### config.mk
export PLATFORM = sky130hd
export DESIGN_NAME = token_scanner_core
export DESIGN_NICKNAME = d
export VERILOG_FILES = /design/src/tks_pkg.sv /design/src/tks_in_reg.sv /design/src/tks_scan.sv /design/src/token_scanner_core.sv
export SDC_FILE = /design/constraint.sdc
export NUM_CORES = 1
export LEC_CHECK = 0
export ABC_CLOCK_PERIOD_IN_PS = 3400
export BUFFER_PORTS_ARGS = -buffer_cell sky130_fd_sc_hd__buf_2
export CAP_MARGIN = 10
export CORE_ASPECT_RATIO = 0.9
export CORE_MARGIN = 8
export CORE_UTILIZATION = 40
export DETAILED_ROUTE_END_ITERATION = 6
export SYNTH_ARGS = -nofsm -noshare
export SYNTH_HDL_FRONTEND = slang
export SYNTH_SLANG_ARGS = --single-unit
### constraint.sdc
create_clock -name clock -period 3.4 [get_ports clock]
set_input_delay 0.17 -clock clock [delete_from_list [all_inputs] [get_ports clock]]
set_output_delay 0.17 -clock clock [all_outputs]
set_load 0.05 [all_outputs]
### src/tks_pkg.sv
// ----------------------------------------------------------------------------
// tks_pkg
// Shared types, token codes and character class helpers for the token scanner.
// ----------------------------------------------------------------------------
`default_nettype none

package tks_pkg;

   // Kind of the token that is currently open
   typedef enum logic [1:0] {
      KIND_NONE  = 2'd0,
      KIND_NUM   = 2'd1,
      KIND_IDENT = 2'd2,
      KIND_KEYW  = 2'd3
   } token_kind_type;

   localparam logic [7:0] CODE_NUM   = 8'h23;  // '#'
   localparam logic [7:0] CODE_IDENT = 8'h78;  // 'x'
   localparam logic [7:0] UNDERSCORE = 8'h5F;  // '_'
   localparam logic [7:0] MAX_LEN_RESET = 8'd31;

   // One input item as held in the input register
   typedef struct packed {
      logic [7:0] char_in;
      logic       input_done;
   } req_item_type;

   // One result item as held in the result register
   typedef struct packed {
      logic [7:0] lexeme_char;
      logic [7:0] token_code;
      logic       token_start;
      logic       end_seen;
   } rsp_item_type;

   function automatic logic is_digit(input logic [7:0] c);
      return (c >= 8'h30) && (c <= 8'h39);
   endfunction

   function automatic logic is_lower(input logic [7:0] c);
      return (c >= 8'h61) && (c <= 8'h7A);
   endfunction

   function automatic logic is_upper(input logic [7:0] c);
      return (c >= 8'h41) && (c <= 8'h5A);
   endfunction

   // Space, tab, LF, VT, FF and CR
   function automatic logic is_space(input logic [7:0] c);
      return (c == 8'h20) || ((c >= 8'h09) && (c <= 8'h0D));
   endfunction

   // True if character c may extend an open token of the given kind
   function automatic logic continues(input token_kind_type kind, input logic [7:0] c);
      logic ok;
      ok = 1'b0;
      case (kind)
         KIND_NUM:   ok = is_digit(c);
         KIND_IDENT: ok = is_digit(c) || is_lower(c) || is_upper(c) || (c == UNDERSCORE);
         KIND_KEYW:  ok = is_upper(c);
         default:    ok = 1'b0;
      endcase
      return ok;
   endfunction

endpackage

`default_nettype wire

### src/tks_in_reg.sv
// ----------------------------------------------------------------------------
// tks_in_reg
// Input register stage: captures one character per transfer and holds it
// until the scan stage takes it.
// ----------------------------------------------------------------------------
`default_nettype none

module tks_in_reg (
   input  wire logic                  clock,
   input  wire logic                  reset,
   input  wire logic                  req_valid,
   output logic                       req_stall,
   input  wire logic [7:0]            req_char_in,
   input  wire logic                  req_input_done,
   output logic                       item_valid,
   output tks_pkg::req_item_type      item,
   input  wire logic                  item_take
);
   import tks_pkg::*;

   logic         valid_ff;
   req_item_type item_ff;

   // Stall while a held item is not taken this cycle
   assign req_stall  = valid_ff && !item_take;
   assign item_valid = valid_ff;
   assign item       = item_ff;

   // Advance the valid flag when the register frees up
   always_ff @(posedge clock) begin
      if (reset) begin
         valid_ff <= 1'b0;
      end else if (!valid_ff || item_take) begin
         valid_ff <= req_valid;
      end
   end

   // Capture the payload on each transfer
   always_ff @(posedge clock) begin
      if (req_valid && !req_stall) begin
         item_ff.char_in    <= req_char_in;
         item_ff.input_done <= req_input_done;
      end
   end

endmodule

`default_nettype wire

### src/tks_scan.sv
// ----------------------------------------------------------------------------
// tks_scan
// Scan stage: classifies the held character, updates the open-token state
// and loads the result register.
// ----------------------------------------------------------------------------
`default_nettype none

module tks_scan (
   input  wire logic                  clock,
   input  wire logic                  reset,
   input  wire logic [7:0]            max_len,
   input  wire logic                  item_valid,
   input  wire tks_pkg::req_item_type item,
   output logic                       item_take,
   output logic                       rsp_valid,
   input  wire logic                  rsp_stall,
   output tks_pkg::rsp_item_type      rsp_item
);
   import tks_pkg::*;

   token_kind_type kind_ff, kind_in;
   logic [7:0]     len_ff, len_in;
   logic [7:0]     code_ff, code_in;
   logic           rsp_valid_ff;
   rsp_item_type   rsp_ff, rsp_in;
   logic           has_result;
   logic           out_free;
   logic [7:0]     c;

   assign c         = item.char_in;
   assign out_free  = !rsp_valid_ff || !rsp_stall;
   assign item_take = item_valid && (!has_result || out_free);
   assign rsp_valid = rsp_valid_ff;
   assign rsp_item  = rsp_ff;

   // Classify the character and work out the next token state
   always_comb begin
      kind_in    = kind_ff;
      len_in     = len_ff;
      code_in    = code_ff;
      has_result = 1'b1;
      rsp_in     = '0;
      if (item.input_done) begin
         kind_in        = KIND_NONE;
         len_in         = '0;
         code_in        = '0;
         rsp_in.end_seen = 1'b1;
      end else if (is_space(c)) begin
         kind_in    = KIND_NONE;
         len_in     = '0;
         has_result = 1'b0;
      end else if ((kind_ff != KIND_NONE) && (len_ff < max_len) && continues(kind_ff, c)) begin
         len_in             = len_ff + 8'd1;
         rsp_in.lexeme_char = c;
         rsp_in.token_code  = code_ff;
      end else begin
         if (is_digit(c)) begin
            kind_in = KIND_NUM;
            code_in = CODE_NUM;
         end else if (is_lower(c)) begin
            kind_in = KIND_IDENT;
            code_in = CODE_IDENT;
         end else if (is_upper(c)) begin
            kind_in = KIND_KEYW;
            code_in = c;
         end else begin
            kind_in = KIND_NONE;
            code_in = c;
         end
         len_in             = 8'd1;
         rsp_in.lexeme_char = c;
         rsp_in.token_code  = code_in;
         rsp_in.token_start = 1'b1;
      end
   end

   // Hold token state, advance it when the item is taken
   always_ff @(posedge clock) begin
      if (reset) begin
         kind_ff <= KIND_NONE;
         len_ff  <= '0;
         code_ff <= '0;
      end else if (item_take) begin
         kind_ff <= kind_in;
         len_ff  <= len_in;
         code_ff <= code_in;
      end
   end

   // Result register valid flag
   always_ff @(posedge clock) begin
      if (reset) begin
         rsp_valid_ff <= 1'b0;
      end else if (out_free) begin
         rsp_valid_ff <= item_take && has_result;
      end
   end

   // Result register payload
   always_ff @(posedge clock) begin
      if (item_take && has_result) begin
         rsp_ff <= rsp_in;
      end
   end

endmodule

`default_nettype wire

### src/token_scanner_core.sv
// ----------------------------------------------------------------------------
// token_scanner_core
// Byte-stream lexical scanner: numbers, identifiers, keywords and single
// special characters, one character per clock while not stalled.
// ----------------------------------------------------------------------------
// The scanner takes one character per clock and gives one result for every
// non-whitespace character and for every end-of-input item; whitespace gives
// none. A character enters the input register on its transfer and the single
// scan stage between the two registers loads its result into the result
// register. Intake and throughput are one item per clock while req_stall is low.
// The limit register csr_max_token_len (reset 31) may be written at any time
// the scanner is idle; csr_ready is always high.
`default_nettype none

module token_scanner_core (
   input  wire logic       clock,
   input  wire logic       reset,
   // input channel
   input  wire logic       req_valid,
   output logic            req_stall,
   input  wire logic [7:0] req_char_in,
   input  wire logic       req_input_done,
   // result channel
   output logic            rsp_valid,
   input  wire logic       rsp_stall,
   output logic [7:0]      rsp_lexeme_char,
   output logic [7:0]      rsp_token_code,
   output logic            rsp_token_start,
   output logic            rsp_end_seen,
   // configuration channel
   input  wire logic       csr_valid,
   output logic            csr_ready,
   input  wire logic [7:0] csr_max_token_len
);
   import tks_pkg::*;

   logic [7:0]   max_len_reg_ff;
   logic         item_valid;
   logic         item_take;
   req_item_type item;
   rsp_item_type rsp_item;

   assign csr_ready = 1'b1;

   // Hold the token length limit
   always_ff @(posedge clock) begin
      if (reset) begin
         max_len_reg_ff <= MAX_LEN_RESET;
      end else if (csr_valid && csr_ready) begin
         max_len_reg_ff <= csr_max_token_len;
      end
   end

   tks_in_reg u_in_reg (
      .clock          (clock),
      .reset          (reset),
      .req_valid      (req_valid),
      .req_stall      (req_stall),
      .req_char_in    (req_char_in),
      .req_input_done (req_input_done),
      .item_valid     (item_valid),
      .item           (item),
      .item_take      (item_take)
   );

   tks_scan u_scan (
      .clock      (clock),
      .reset      (reset),
      .max_len    (max_len_reg_ff),
      .item_valid (item_valid),
      .item       (item),
      .item_take  (item_take),
      .rsp_valid  (rsp_valid),
      .rsp_stall  (rsp_stall),
      .rsp_item   (rsp_item)
   );

   // Unpack the result register onto the ports
   assign rsp_lexeme_char = rsp_item.lexeme_char;
   assign rsp_token_code  = rsp_item.token_code;
   assign rsp_token_start = rsp_item.token_start;
   assign rsp_end_seen    = rsp_item.end_seen;

endmodule

`default_nettype wire
# After elaboration in Yosys (flattened, before gate mapping)
# Cells that the tools add are included.
[word_totals]
regBits = 55
latch_bits = 0
mem_bits_rw = 0
mem_bits_ro = 0
input_bits = 22
output_inout_bits = 21
memories = 0
[classes]
n_addsub = 1
multipliers = 0
n_div = 0
order_cmp = 9
eq_ne = 8
shift = 0
n_mux = 22
n_bitwise = 0
reduce_logical = 27
[op_table]
columns = ["operator", "n"]
rows = [
  ["$mux 8", 9],
  ["$ge 8x7->1 const B", 2],
  ["$le 8x7->1 const B", 2],
  ["$mux 2", 6],
  ["$logic_and 1x1->1", 10],
  ["$add 8x1->8 const B", 1],
  ["$eq 8x6->1 const B", 1],
  ["$eq 8x7->1 const B", 1],
  ["$ge 8x4->1 const B", 1],
  ["$ge 8x6->1 const B", 1],
  ["$le 8x4->1 const B", 1],
  ["$le 8x6->1 const B", 1],
  ["$lt 8x8->1", 1],
  ["$logic_or 1x1->1", 7],
  ["$logic_not 1->1", 6],
  ["$mux 1", 6],
  ["$eq 2x2->1 const B", 2],
  ["$ne 2x2->1 const B", 2],
  ["$ne 3x2->1 const B", 1],
  ["$pmux 1 s3", 1],
  ["$reduce_and 3->1", 1],
  ["$eq 2x1->1 const B", 1],
  ["$reduce_and 2->1", 1],
  ["$reduce_bool 2->1", 1],
  ["$reduce_or 2->1", 1],
]

# Longest topological paths before layout
# Gate-level depths: netlist of run 1.
[depth]
depth_word = 12
depth_mapped = 10

# Modules after synthesis
# A second synthesis of run 1 with hierarchy kept.
[unflattened]
cells_unflattened = 274
area_unflattened_um2 = 2842.7
[modules_own_cells]
columns = ["module", "instances", "cells_per_inst", "area_each_um2", "seq_area_each_um2"]
rows = [
  ["tks_scan", 1, 233, 2212.1, 920.9],
  ["tks_in_reg", 1, 13, 320.3, 290.3],
  ["token_scanner_core", 1, 28, 310.3, 160.2],
]

# Least setup slack after synthesis of run 1
# No wires, ideal clock.
[synth_path]
path_kind = "flip-flop to flip-flop"
start = "register u_in_reg.item_ff, in the netlist u_in_reg.item[6]"
end = "register u_in_reg.item_ff, in the netlist u_in_reg.item[0] (enable)"
setup_ns = 0.339
arrival_ns = 2.421
path_slack_ns = 0.640
path_stages_with_launch = 9
n_path_buf = 2
path_cell_list = "edfxtp_1 -> clkbuf_1 -> and3b_1 -> o21ai_0 -> and2_1 -> clkbuf_1 -> o21ai_0 -> nor2_1 -> nor2b_1"
[synth_between]
elab_chain_len = 12
elab_cells_between_ends = 14
cone_classes = "order compare (2); eq/ne (1); mux (2); reduce/logical (9)"
[synth_lines]
columns = ["element", "line", "text"]
rows = [
  ["from (decl)", "tks_in_reg.sv:22", "req_item_type item_ff;"],
  ["$ge 8x4->1 / $le 8x4->1 (equally long branches)", "tks_pkg.sv:50", "return (c == 8'h20) || ((c >= 8'h09) && (c <= 8'h0D));"],
  ["$logic_and 1x1->1", "tks_pkg.sv:50", ""],
  ["$logic_or 1x1->1 *", "tks_pkg.sv:50", ""],
  ["$mux 1 *", "tks_scan.sv:48", "end else if (is_space(c)) begin"],
  ["$mux 1 *", "tks_scan.sv:43", "if (item.input_done) begin"],
  ["$logic_not 1->1 *", "tks_scan.sv:32", "assign item_take = item_valid && (!has_result || out_free);"],
  ["$logic_or 1x1->1 *", "tks_scan.sv:32", ""],
  ["$logic_and 1x1->1 *", "tks_scan.sv:32", ""],
  ["$logic_not 1->1 *", "tks_in_reg.sv:25", "assign req_stall = valid_ff && !item_take;"],
  ["$logic_and 1x1->1 *", "tks_in_reg.sv:25", ""],
  ["via req_stall", "token_scanner_core.sv:20", "output logic req_stall,"],
  ["$logic_not 1->1 *", "tks_in_reg.sv:40", "if (req_valid && !req_stall) begin"],
  ["$logic_and 1x1->1 *", "tks_in_reg.sv:40", ""],
]
# Mark *: on every way through the listed nets, which the timed path passes. The rest lies on a longest branch.
# A chain may end at the register's enable or synchronous reset.

# Worst setup path in the final report of run 1
[layout_path]
start = "register u_in_reg.item_ff, in the netlist u_in_reg.item[2]"
end = "register u_scan.kind_ff[1]"
[layout_between]
elab_chain_len = 11
elab_cells_between_ends = 35
cone_classes = "order compare (8); eq/ne (3); mux (11); reduce/logical (13)"
[layout_lines]
columns = ["element", "line", "text"]
rows = [
  ["$ge 8x6->1, or another cell as far along", "tks_pkg.sv:37", "return (c >= 8'h30) && (c <= 8'h39);"],
  ["$logic_and 1x1->1, on equally long branches", "tks_pkg.sv:37, tks_pkg.sv:41", ""],
  ["$logic_or 1x1->1 (3 in a row)", "tks_pkg.sv:59", "KIND_IDENT: ok = is_digit(c) || is_lower(c) || is_upper(c) || (c == UNDERSCORE);"],
  ["$pmux 1 s3", "tks_pkg.sv:57", "case (kind)"],
  ["$mux 1", "tks_scan.sv:48", ""],
  ["$mux 1", "tks_scan.sv:43", ""],
  ["$logic_and 1x1->1", "tks_scan.sv:52", "end else if ((kind_ff != KIND_NONE) && (len_ff < max_len) && continues(kind_ff, c)) begin"],
  ["$ne 3x2->1 (no source line)", "--", ""],
  ["$reduce_and 2->1 (no source line)", "--", ""],
  ["to (signal assigned)", "tks_scan.sv:84", "kind_ff <= kind_in;"],
  ["to (decl)", "tks_scan.sv:21", "token_kind_type kind_ff, kind_in;"],
]
# Parallel ways exist; a longest one is shown, timed or not. The select of a mux whose other input is x is not followed.

==> flow_summary_export.csv, run 1 <==
group,metric,value,unit
detailed_routing,ant_nets,0,
logic_synthesis,synth_area_per_cell,10.73,um^2
placed_design,portBuffers,41,
finish,nets,310,
detailed_routing,wire_per_inst,14.40,um
critical_path,cp-startpoint,"u_in_reg.item[2]",
status,run_status,"complete, no violations",
timing,fin_skew,0.01294,ns
critical_path,r2r_slack,0.57,ns
global_route,grt_max_degree,29,
logic_synthesis,synth_top_area_share,31.47,%
logic_synthesis,synth_top_family_by_area,"simple AND/OR/NAND/NOR gates",
critical_path,arrival,3.08,ns
power_and_ir_drop,ir_drop,188.3,uV
finish,diodes,0,
clock_network,clk_latency,0.32,ns
finish,drive_gt1_share,19.93,%
clock_network,clkTransAtPathRegs,0.11,ns
placed_design,pre_cts_slack,0.5907,ns
worst_hold_path,hp-start,"req_char_in[7]",
global_route,overflow,0,
critical_path,start_kind,"flip-flop",
clock_network,cts_buffers,5,
finish,final_cell_area,2955,um^2
timing,fin_crit,2.833,ns
job,cap_violations,0,
placed_design,placed_cells,360,
timing,rsz0062_at_grt,"false",
critical_path,cp_max_fo,28,
global_route,grt_pass1_vias,1844,
timing,fin_ws,0.5666,ns
critical_path,critical_path_buf_inv_count,0,
critical_path,slowest_stage,"or4_1",
logic_synthesis,synth_area_leader_cell,"edfxtp_1",
logic_synthesis,yosysSeqAreaShare,53.23,%
floorplan,dieWidth,100.6,um
clock_network,cts_resized,0,
power_and_ir_drop,p_leak,1.186,nW
detailed_routing,wirelength,5299,um
logic_synthesis,synth.distinct_cells,51,
logic_synthesis,synth_edf_count,27,
timing,setup_viol,0,
detailed_routing,vias,1896,
floorplan,core,6182,um^2
detailed_routing,firstDrtPassIters,4,
logic_synthesis,ys.flop_type,"dfxtp_1",
timing,setup-tns-final,0,ns
timing,finalHoldViolCount,0,
finish,instances_no_fill,368,
critical_path,critical-path-max-stage-delay,0.58,ns
critical_path,crit_path_end_kind,"flip-flop",
global_route,track_usage,11.96,%
logic_synthesis,synthCells,240,
critical_path,crit_family,"simple AND/OR/NAND/NOR gates",
timing,max_freq,352.9,MHz
floorplan,die-area,9268,um^2
clock_network,postCtsSetupBuffers,0,
finish,post-route-util,47.80,%
logic_synthesis,syn-cell-area,2576,um^2
clock_network,cts.htree.levels,2,
critical_path,r2r-start,"u_in_reg.item[2]",
power_and_ir_drop,powerDensity,435.3,nW/um^2
placed_design,post-dp-hpwl,3860,um
logic_synthesis,async_flop_share,0,%
critical_path,worst-path-stages,6,
critical_path,cp_data_required_time,3.65,ns
logic_synthesis,synth_fa_ha_area_share,3.885,%
logic_synthesis,synth-compound-area-share,17.68,%
critical_path,critPathKind,"reg -> reg",
clock_network,clk_path_buf_depth,2,
clock_network,clock-sinks,55,
global_route,grt_pass1_wl,9032,um
floorplan,initial_core_util,41.67,%
logic_synthesis,synthTopCellsByArea,"edfxtp_1 31%, dfxtp_1 22%, ha_1 3.9%, o211ai_1 3.5%, a22o_1 2.7%",
detailed_routing,viasPerCell,5.152,
placed_design,place_area,2860,um^2
timing,period_share,83.33,%
global_route,antenna_found_initial,0,
logic_synthesis,ys.warnings.count,0,
finish,syn_to_final_growth,14.72,%
detailed_routing,drc,0,
detailed_routing,drtIter0Drc,160,
critical_path,crit_chain,"or4_4 -> o221ai_4 -> o211ai_1 -> and3b_1 -> or4_1 -> a31oi_1",
logic_synthesis,syn_nets,270,
floorplan,die_h,92.14,um
critical_path,endpoint,"u_scan.kind_ff[1]",
logic_synthesis,synth-simple-area-share,18.07,%
timing,relSlewSlack,40.52,%
critical_path,reg2reg_depth,6,
finish,fillers,576,
placed_design,gp_congestion,0.8092,
critical_path,r2r_end,"u_scan.kind_ff[1]",
timing,tightest_slew,0.8922,ns
logic_synthesis,synthXorXnorAreaFrac,1.020,%
floorplan,boundaryPins,43,
clock_network,cts_hold_buf,0,
worst_hold_path,hold_path.class,"in -> reg",
clock_network,cts_tree,"yes",
logic_synthesis,synth_mux_area_share,2.331,%
floorplan,fp-row-count,27,
clock_network,root_buffer,"clkbuf_8",
logic_synthesis,ys_ff_latch,55,
timing,report.final.slew_viol_count,0,
==> cells in the final DEF, fill, tap and decap left out, types with 7 or more instances in the layout <==
master    instances
buf_2            41
nor2b_1           9
o21ai_0           8
dfxtp_1          28
nand3b_1          7
inv_1            10
ha_1              8
edfxtp_1         27
nor2_1           18
o211ai_1         12
a21oi_1           8
nand2_1          16
a22o_1            8
==> synth_stat cells, types with 4 or more instances <==
| cell | number |
|---|---|
| a21oi_1 | 8 |
| a22o_1 | 8 |
| and2_1 | 6 |
| and3_1 | 5 |
| clkbuf_1 | 8 |
| dfxtp_1 | 28 |
| edfxtp_1 | 27 |
| ha_1 | 8 |
| inv_1 | 10 |
| mux2i_1 | 6 |
| nand2_1 | 16 |
| nand3b_1 | 7 |
| nand4_1 | 5 |
| nor2_1 | 18 |
| nor2b_1 | 9 |
| o211ai_1 | 12 |
| o21ai_0 | 8 |
| o31ai_1 | 4 |
==> cell type report <==
class	count	area, um^2	area share (%)
well taps	87	108.9	3.683
inverters	11	41.29	1.397
repair buffers	44	227.7	7.705
multi-input cells	163	1111	37.60
clock buffers	5	68.82	2.329
clock inverters	3	26.28	0.8891
flip-flops and latches	55	1371	46.40
==> metal layers <==
| layer | track usage, % | share of wire (%) | up-vias |
|---|---|---|---|
| met5 | 0 | 0 | - |
| met4 | 4.277 | 1.4 | 0 |
| met3 | 2.644 | 4.8 | 6 |
| met2 | 17.14 | 41 | 52 |
| met1 | 17.04 | 53 | 862 |
| li1 | - | - | 976 |
==> worst min-delay path by stage <==
stage | cells after the start | end | slack [ns]
final | 1 | u_in_reg.item[8] | 0.03
after global routing | 1 | u_in_reg.item[8] | 0.01
after CTS | 1 | u_in_reg.item[8] | 0.02
after detailed placement | 1 | u_in_reg.item[8] | 0.35
after global placement | 1 | u_in_reg.item[1] | 0.35
after floorplan | 0 | u_in_reg.item[0] | 0.27
==> per-stage QoR <==
stage,hold WS [ns],total power [mW]
floorplan,0.2689,0.8745
global placement,0.3467,0.9201
detailed placement,0.3481,0.9208
CTS,0.01941,1.299
global route,0.01281,1.339
finish,0.02830,1.286
==> report_power, final <==
group / internal (mW) / switching [mW] / leakage, nW / total, mW
logic: 0.0492 / 0.103 / 0.649 / 0.152
clock network: 0.152 / 0.229 / 0.0491 / 0.382
registers: 0.728 / 0.0252 / 0.487 / 0.753
total: 0.929 / 0.357 / 1.19 / 1.29
==> state kept, by name, indices dropped and copies added (netlist names) <==
register and flops:
u_scan.len_ff 8, u_in_reg.item 9, max_len_reg_ff 8, u_scan.code_ff 8
u_in_reg.item_valid 1, u_scan.rsp_item 18, u_scan.rsp_valid 1, u_scan.kind_ff 2
==> cell families after synthesis <==
logic type / Yosys count
AND/OR/NAND/NOR: 84
adder cells (fa/ha/maj): 8
flip-flops: 55
AO/OA/AOI/OAI: 61
buffers and inverters: 22
multiplexers: 6
XOR/XNOR: 3
other: 1
Power figures use the tool's default switching activity.
==> inputs of run 2 (changes only) <==
--- a/config.mk
+++ b/config.mk
@@ -5,7 +5,7 @@
 export SDC_FILE = /design/constraint.sdc
 export NUM_CORES = 1
 export LEC_CHECK = 0
-export ABC_CLOCK_PERIOD_IN_PS = 3400
+export ABC_CLOCK_PERIOD_IN_PS = 2270
 export BUFFER_PORTS_ARGS = -buffer_cell sky130_fd_sc_hd__buf_2
 export CAP_MARGIN = 10
 export CORE_ASPECT_RATIO = 0.9
==> constraint.sdc (replaced) <==
create_clock -name clock -period 2.27 [get_ports clock]
set_input_delay 0.1135 -clock clock [delete_from_list [all_inputs] [get_ports clock]]
set_output_delay 0.1135 -clock clock [all_outputs]
set_load 0.05 [all_outputs]
==> flow_summary_export.csv, run 2 (synthesis results as in run 1) <==
group,metric,value,unit
status,run_status,"complete, no violations",
placed_design,post-dp-hpwl,4318,um
floorplan,initial_core_util,41.67,%
power_and_ir_drop,p_int,1.438,mW
critical_path,critical-path-max-stage-delay,0.57,ns
power_and_ir_drop,p_sw_share,27.30,%
timing,period_share,99.98,%
power_and_ir_drop,clockPowerShare,28.0,%
clock_network,clk_latency,0.31,ns
finish,diodes,0,
worst_hold_path,hold_path.class,"in -> reg",
critical_path,critPathKind,"reg -> reg",
worst_hold_path,hold_depth,3,
timing,report.final.slew_viol_count,0,
critical_path,crit_path_end_kind,"flip-flop",
global_route,grt_pass1_vias,2084,
critical_path,critical_path_buf_inv_count,0,
timing,fin_ws,0.0003457,ns
placed_design,portBuffers,41,
critical_path,cp_max_fo,4,
finish,syn_to_final_growth,34.48,%
finish,final_common_cell,"buf_2",
clock_network,cts.htree.levels,2,
placed_design,gp_congestion,0.8853,
global_route,grt_max_degree,19,
critical_path,arrival,2.51,ns
critical_path,crit_chain,"or4_4 -> o211ai_1 -> o21ai_0 -> and3b_2 -> or4_4 -> a31oi_1",
critical_path,cp_common_cell,"or4_4",
floorplan,boundaryPins,43,
timing,setup_viol,0,
finish,drive_gt1_share,35.91,%
detailed_routing,ant_nets,0,
power_and_ir_drop,p_leak,1.422,nW
timing,fin_skew,0.009166,ns
global_route,overflow,0,
detailed_routing,drtIter0Drc,111,
floorplan,fp-row-count,27,
finish,largest_reg_flops,18,
critical_path,worst-path-stages,6,
detailed_routing,vias,2093,
clock_network,cts_tree,"yes",
detailed_routing,viasPerCell,5.105,
timing,setup-tns-final,0,ns
timing,max_freq,440.6,MHz
power_and_ir_drop,powerDensity,571.0,nW/um^2
floorplan,dieWidth,100.6,um
critical_path,start_kind,"flip-flop",
floorplan,core,6182,um^2
detailed_routing,wirelength,6005,um
clock_network,clkTransAtPathRegs,0.10,ns
clock_network,clk_path_buf_depth,2,
power_and_ir_drop,p_comb_share,15.8,%
job,cap_violations,0,
global_route,grt_pass1_wl,9970,um
detailed_routing,firstDrtPassIters,7,
floorplan,die-area,9268,um^2
finish,fillers,537,
power_and_ir_drop,p_sw,540.1,uW
critical_path,cp_data_required_time,2.51,ns
power_and_ir_drop,ir_drop,266.4,uV
finish,final_cell_mix,"40 x buf_2, 33 x buf_4, 27 x dfxtp_1, 27 x edfxtp_1, 16 x nand2_1",
clock_network,clock-sinks,55,
floorplan,die_h,92.14,um
detailed_routing,wire_per_inst,14.65,um
global_route,antenna_found_initial,0,
placed_design,pre_cts_slack,-0.005745,ns
timing,fin_crit,2.270,ns
critical_path,crit_family,"simple AND/OR/NAND/NOR gates",
power_and_ir_drop,pwr-share-seq,56.2,%
timing,finalHoldViolCount,0,
clock_network,root_buffer,"clkbuf_8",
timing,rsz0062_at_grt,"true",
global_route,track_usage,13.13,%
critical_path,slowest_stage,"or4_4",
clock_network,cts_buffers,5,
critical_path,reg2reg_depth,6,
detailed_routing,drc,0,
finish,nets,352,
==> run 2: routing by layer <==
layer / up-vias / routed length [um] / global-route usage (%)
met1: 976 / 2979 / 18.15
met2: 53 / 2691 / 19.90
li1: 1060 / - / -
met4: 0 / 63 / 4.025
met3: 4 / 271 / 2.719
met5: - / 0 / 0
==> run 2: layout make-up <==
cell class	count	area, um^2	share of cell area, %
multi-input combinational	163	1270	36.66
clock inverter	2	12.51	0.3611
tap	87	108.9	3.142
sequential	55	1373	39.62
timing repair buffer	86	583.1	16.83
clock buffer	6	76.32	2.203
inverter	11	41.29	1.192
==> run 2: power groups by stage <==
stage               Combinational [mW]  Sequential [mW]  Clock [mW]
CTS                              0.295             1.11       0.564
finish                           0.313             1.11       0.554
global placement                 0.276             1.13           0
floorplan                        0.117             1.20           0
global route                     0.340             1.12       0.604
detailed placement               0.279             1.13           0
==> run 2: worst min-delay path, stage by stage <==
cell and delay, ns:
buf_2 0.07, mux2i_1 0.05, nand2_1 0.05
==> run 2: metrics by stage <==
step | instances | instance area (um^2) | total power [mW] | util [%] | hold WS [ns]
after floorplan | 240 | 2599 | 1.313 | - | 0.2124
after global placement | 389 | 3100 | 1.409 | 50.15 | 0.2902
after detailed placement | 389 | 3100 | 1.413 | 50.15 | 0.2916
after CTS | 407 | 3299 | 1.969 | 53.37 | 0.01250
after global routing | 410 | 3465 | 2.061 | 56.04 | 0.01401
final | 410 | 3465 | 1.978 | 56.04 | 0.01604
==> run 2: worst paths after layout <==
path                         from  slack [ns]                end
min reg2reg     max_len_reg_ff[0]        0.49  max_len_reg_ff[0]
max reg2reg      u_in_reg.item[4]      0.0003  u_scan.kind_ff[1]
min          csr_max_token_len[0]        0.02  max_len_reg_ff[0]
max              u_in_reg.item[4]      0.0003  u_scan.kind_ff[1]
==> run 2: timing repair <==
| action | 4_1_cts | 5_1_grt |
|---|---|---|
| buffers inserted | 1 | 3 |
| resized for setup | 6 | 28 |
| pin swaps | 1 | 7 |
| hold endpoints to repair | 9 | 0 |
| hold buffers | 9 | 0 |
| endpoints found under the setup margin | 7 | 35 |
==> inputs of run 3 (changes only) <==
--- a/config.mk
+++ b/config.mk
@@ -6,12 +6,12 @@
 export NUM_CORES = 1
 export LEC_CHECK = 0
 export ABC_CLOCK_PERIOD_IN_PS = 2270
-export BUFFER_PORTS_ARGS = -buffer_cell sky130_fd_sc_hd__buf_2
 export CAP_MARGIN = 10
 export CORE_ASPECT_RATIO = 0.9
 export CORE_MARGIN = 8
 export CORE_UTILIZATION = 40
 export DETAILED_ROUTE_END_ITERATION = 6
+export DONT_BUFFER_PORTS = 1
 export SYNTH_ARGS = -nofsm -noshare
 export SYNTH_HDL_FRONTEND = slang
 export SYNTH_SLANG_ARGS = --single-unit
==> flow_summary_export.csv, run 3 (synthesis results as in run 1) <==
group,metric,value,unit
timing,report.final.slew_viol_count,0,
placed_design,pre_cts_slack,-0.1382,ns
worst_hold_path,hold_depth,2,
clock_network,cts.htree.levels,2,
critical_path,slowest_stage,"or4_4",
detailed_routing,ant_nets,0,
clock_network,cts_buffers,5,
global_route,grt_pass1_vias,1996,
finish,instances_no_fill,396,
timing,setup_viol,9,
power_and_ir_drop,pwr-share-seq,57.3,%
finish,nets,338,
finish,largest_reg_flops,18,
floorplan,dieWidth,100.6,um
timing,fin_skew,0.003065,ns
power_and_ir_drop,p_sw_share,26.60,%
clock_network,root_buffer,"clkbuf_8",
clock_network,clk_latency,0.31,ns
floorplan,fp-row-count,27,
detailed_routing,drc,0,
power_and_ir_drop,p_sw,544.6,uW
floorplan,die-area,9268,um^2
clock_network,clock-sinks,55,
job,cap_violations,0,
detailed_routing,wirelength,6226,um
floorplan,core,6182,um^2
timing,finalHoldViolCount,0,
finish,post-route-util,58.29,%
floorplan,die_h,92.14,um
critical_path,cp_common_cell,"or4_4",
finish,fillers,512,
finish,diodes,0,
critical_path,crit_path_end_kind,"flip-flop",
detailed_routing,drtIter0Drc,180,
clock_network,cts_tree,"yes",
power_and_ir_drop,p_comb_share,12.4,%
finish,drive_gt1_share,29.45,%
timing,fin_ws,-0.06925,ns
global_route,grt_pass1_wl,9908,um
clock_network,clk_path_buf_depth,2,
critical_path,cp_max_fo,5,
floorplan,boundaryPins,43,
status,violations,"setup timing",
power_and_ir_drop,ir_drop,353.3,uV
critical_path,cp_data_required_time,2.52,ns
timing,max_freq,427.5,MHz
finish,final_common_cell,"buf_4",
timing,period_share,103.1,%
critical_path,crit_chain,"or4_4 -> o221ai_4 -> o211ai_1 -> and3b_2 -> or4_4 -> a31oi_4",
detailed_routing,viasPerCell,5.341,
placed_design,placed_cells,353,
clock_network,clkTransAtPathRegs,0.10,ns
finish,syn_to_final_growth,39.87,%
power_and_ir_drop,total_power,2.048,mW
detailed_routing,firstDrtPassIters,4,
timing,fin_crit,2.339,ns
power_and_ir_drop,p_leak,1.399,nW
power_and_ir_drop,clockPowerShare,30.3,%
finish,final_cell_mix,"43 x buf_4, 27 x dfxtp_1, 27 x edfxtp_1, 23 x dlygate4sd3_1, 16 x nand2_1",
detailed_routing,wire_per_inst,15.72,um
critical_path,critical-path-max-stage-delay,0.58,ns
placed_design,gp_congestion,0.8654,
placed_design,post-dp-hpwl,4176,um
timing,rsz0062_at_grt,"true",
global_route,overflow,0,
critical_path,arrival,2.58,ns
status,run_status,"complete, but fails checks",
global_route,grt_max_degree,19,
critical_path,reg2reg_depth,6,
global_route,track_usage,13.21,%
global_route,antenna_found_initial,0,
critical_path,critPathKind,"reg -> reg",
power_and_ir_drop,p_int,1.503,mW
worst_hold_path,hold_path.class,"in -> reg",
floorplan,initial_core_util,41.67,%
finish,seq_area,1373,um^2
detailed_routing,vias,2115,
critical_path,start_kind,"flip-flop",
power_and_ir_drop,powerDensity,568.2,nW/um^2
placed_design,portBuffers,0,
finish,multiInputGateArea,1311,um^2
[run 3: cell types whose count changed in the layout (fill, tap and decap cells not counted), moves of 3 or more]
cell	before	now
buf_6	4	1
buf_4	33	43
buf_2	40	0
dlygate4sd3_1	9	23
[run 3: per-stage QoR]
step / TNS (ns) / cell area [um^2] / hold WS, ns
floorplan: -0.09942 / 2599 / 0.2124
global placement: -1.462 / 2945 / 0.1866
detailed placement: -1.456 / 2945 / 0.1856
CTS: 0 / 3343 / 0.04422
global route: -2.583 / 3603 / 0.03659
finish: -0.2727 / 3603 / 0.05610
[run 3: power groups by stage]
stage / Clock, mW / Sequential, mW / Combinational (mW)
floorplan: 0 / 1.20 / 0.117
global placement: 0 / 1.20 / 0.185
detailed placement: 0 / 1.20 / 0.187
CTS: 0.640 / 1.17 / 0.227
global route: 0.676 / 1.18 / 0.278
finish: 0.620 / 1.17 / 0.254
[run 3: final cells by class]
| type | count | share of cell area, % |
|---|---|---|
| clock inverter | 2 | 0.4514 |
| clock buffer | 6 | 2.604 |
| inverter | 11 | 1.146 |
| timing repair buffer | 72 | 18.30 |
| tap | 87 | 3.021 |
| sequential | 55 | 38.09 |
| multi-input combinational | 163 | 36.39 |
[run 3: worst max-delay path, delay by kind of cell, from the launching register on]
kind	cells	cell delay, ns
flops	1	0.40
compound gates	3	0.51
simple gates	3	1.36
[run 3: path summary, 6_finish.rpt]
kind	from	to	slack [ns]
min	reset	u_scan.len_ff[0]	0.06
max reg2reg	u_in_reg.item[1]	u_scan.kind_ff[1]	-0.07
min reg2reg	u_scan.code_ff[5]	u_scan.code_ff[5]	0.49
max	u_in_reg.item[1]	u_scan.kind_ff[1]	-0.07
[run 3: timing repair]
item                                    in CTS  in global routing
pin swaps                                    5                 19
gates resized for setup                      4                 36
setup buffers                                7                  8
gates cloned                                 0                  1
endpoints found under the hold margin       20                  0
hold buffers                                23                  0
endpoints found under the setup margin      26                 35
[run 3: routing by layer]
layer / global-route usage, % / up-vias / wire, um
li1: - / 1027 / -
met1: 18.21 / 1020 / 2917
met2: 19.46 / 63 / 2936
met3: 3.701 / 5 / 302
met4: 3.899 / 0 / 69
met5: 0 / - / 0
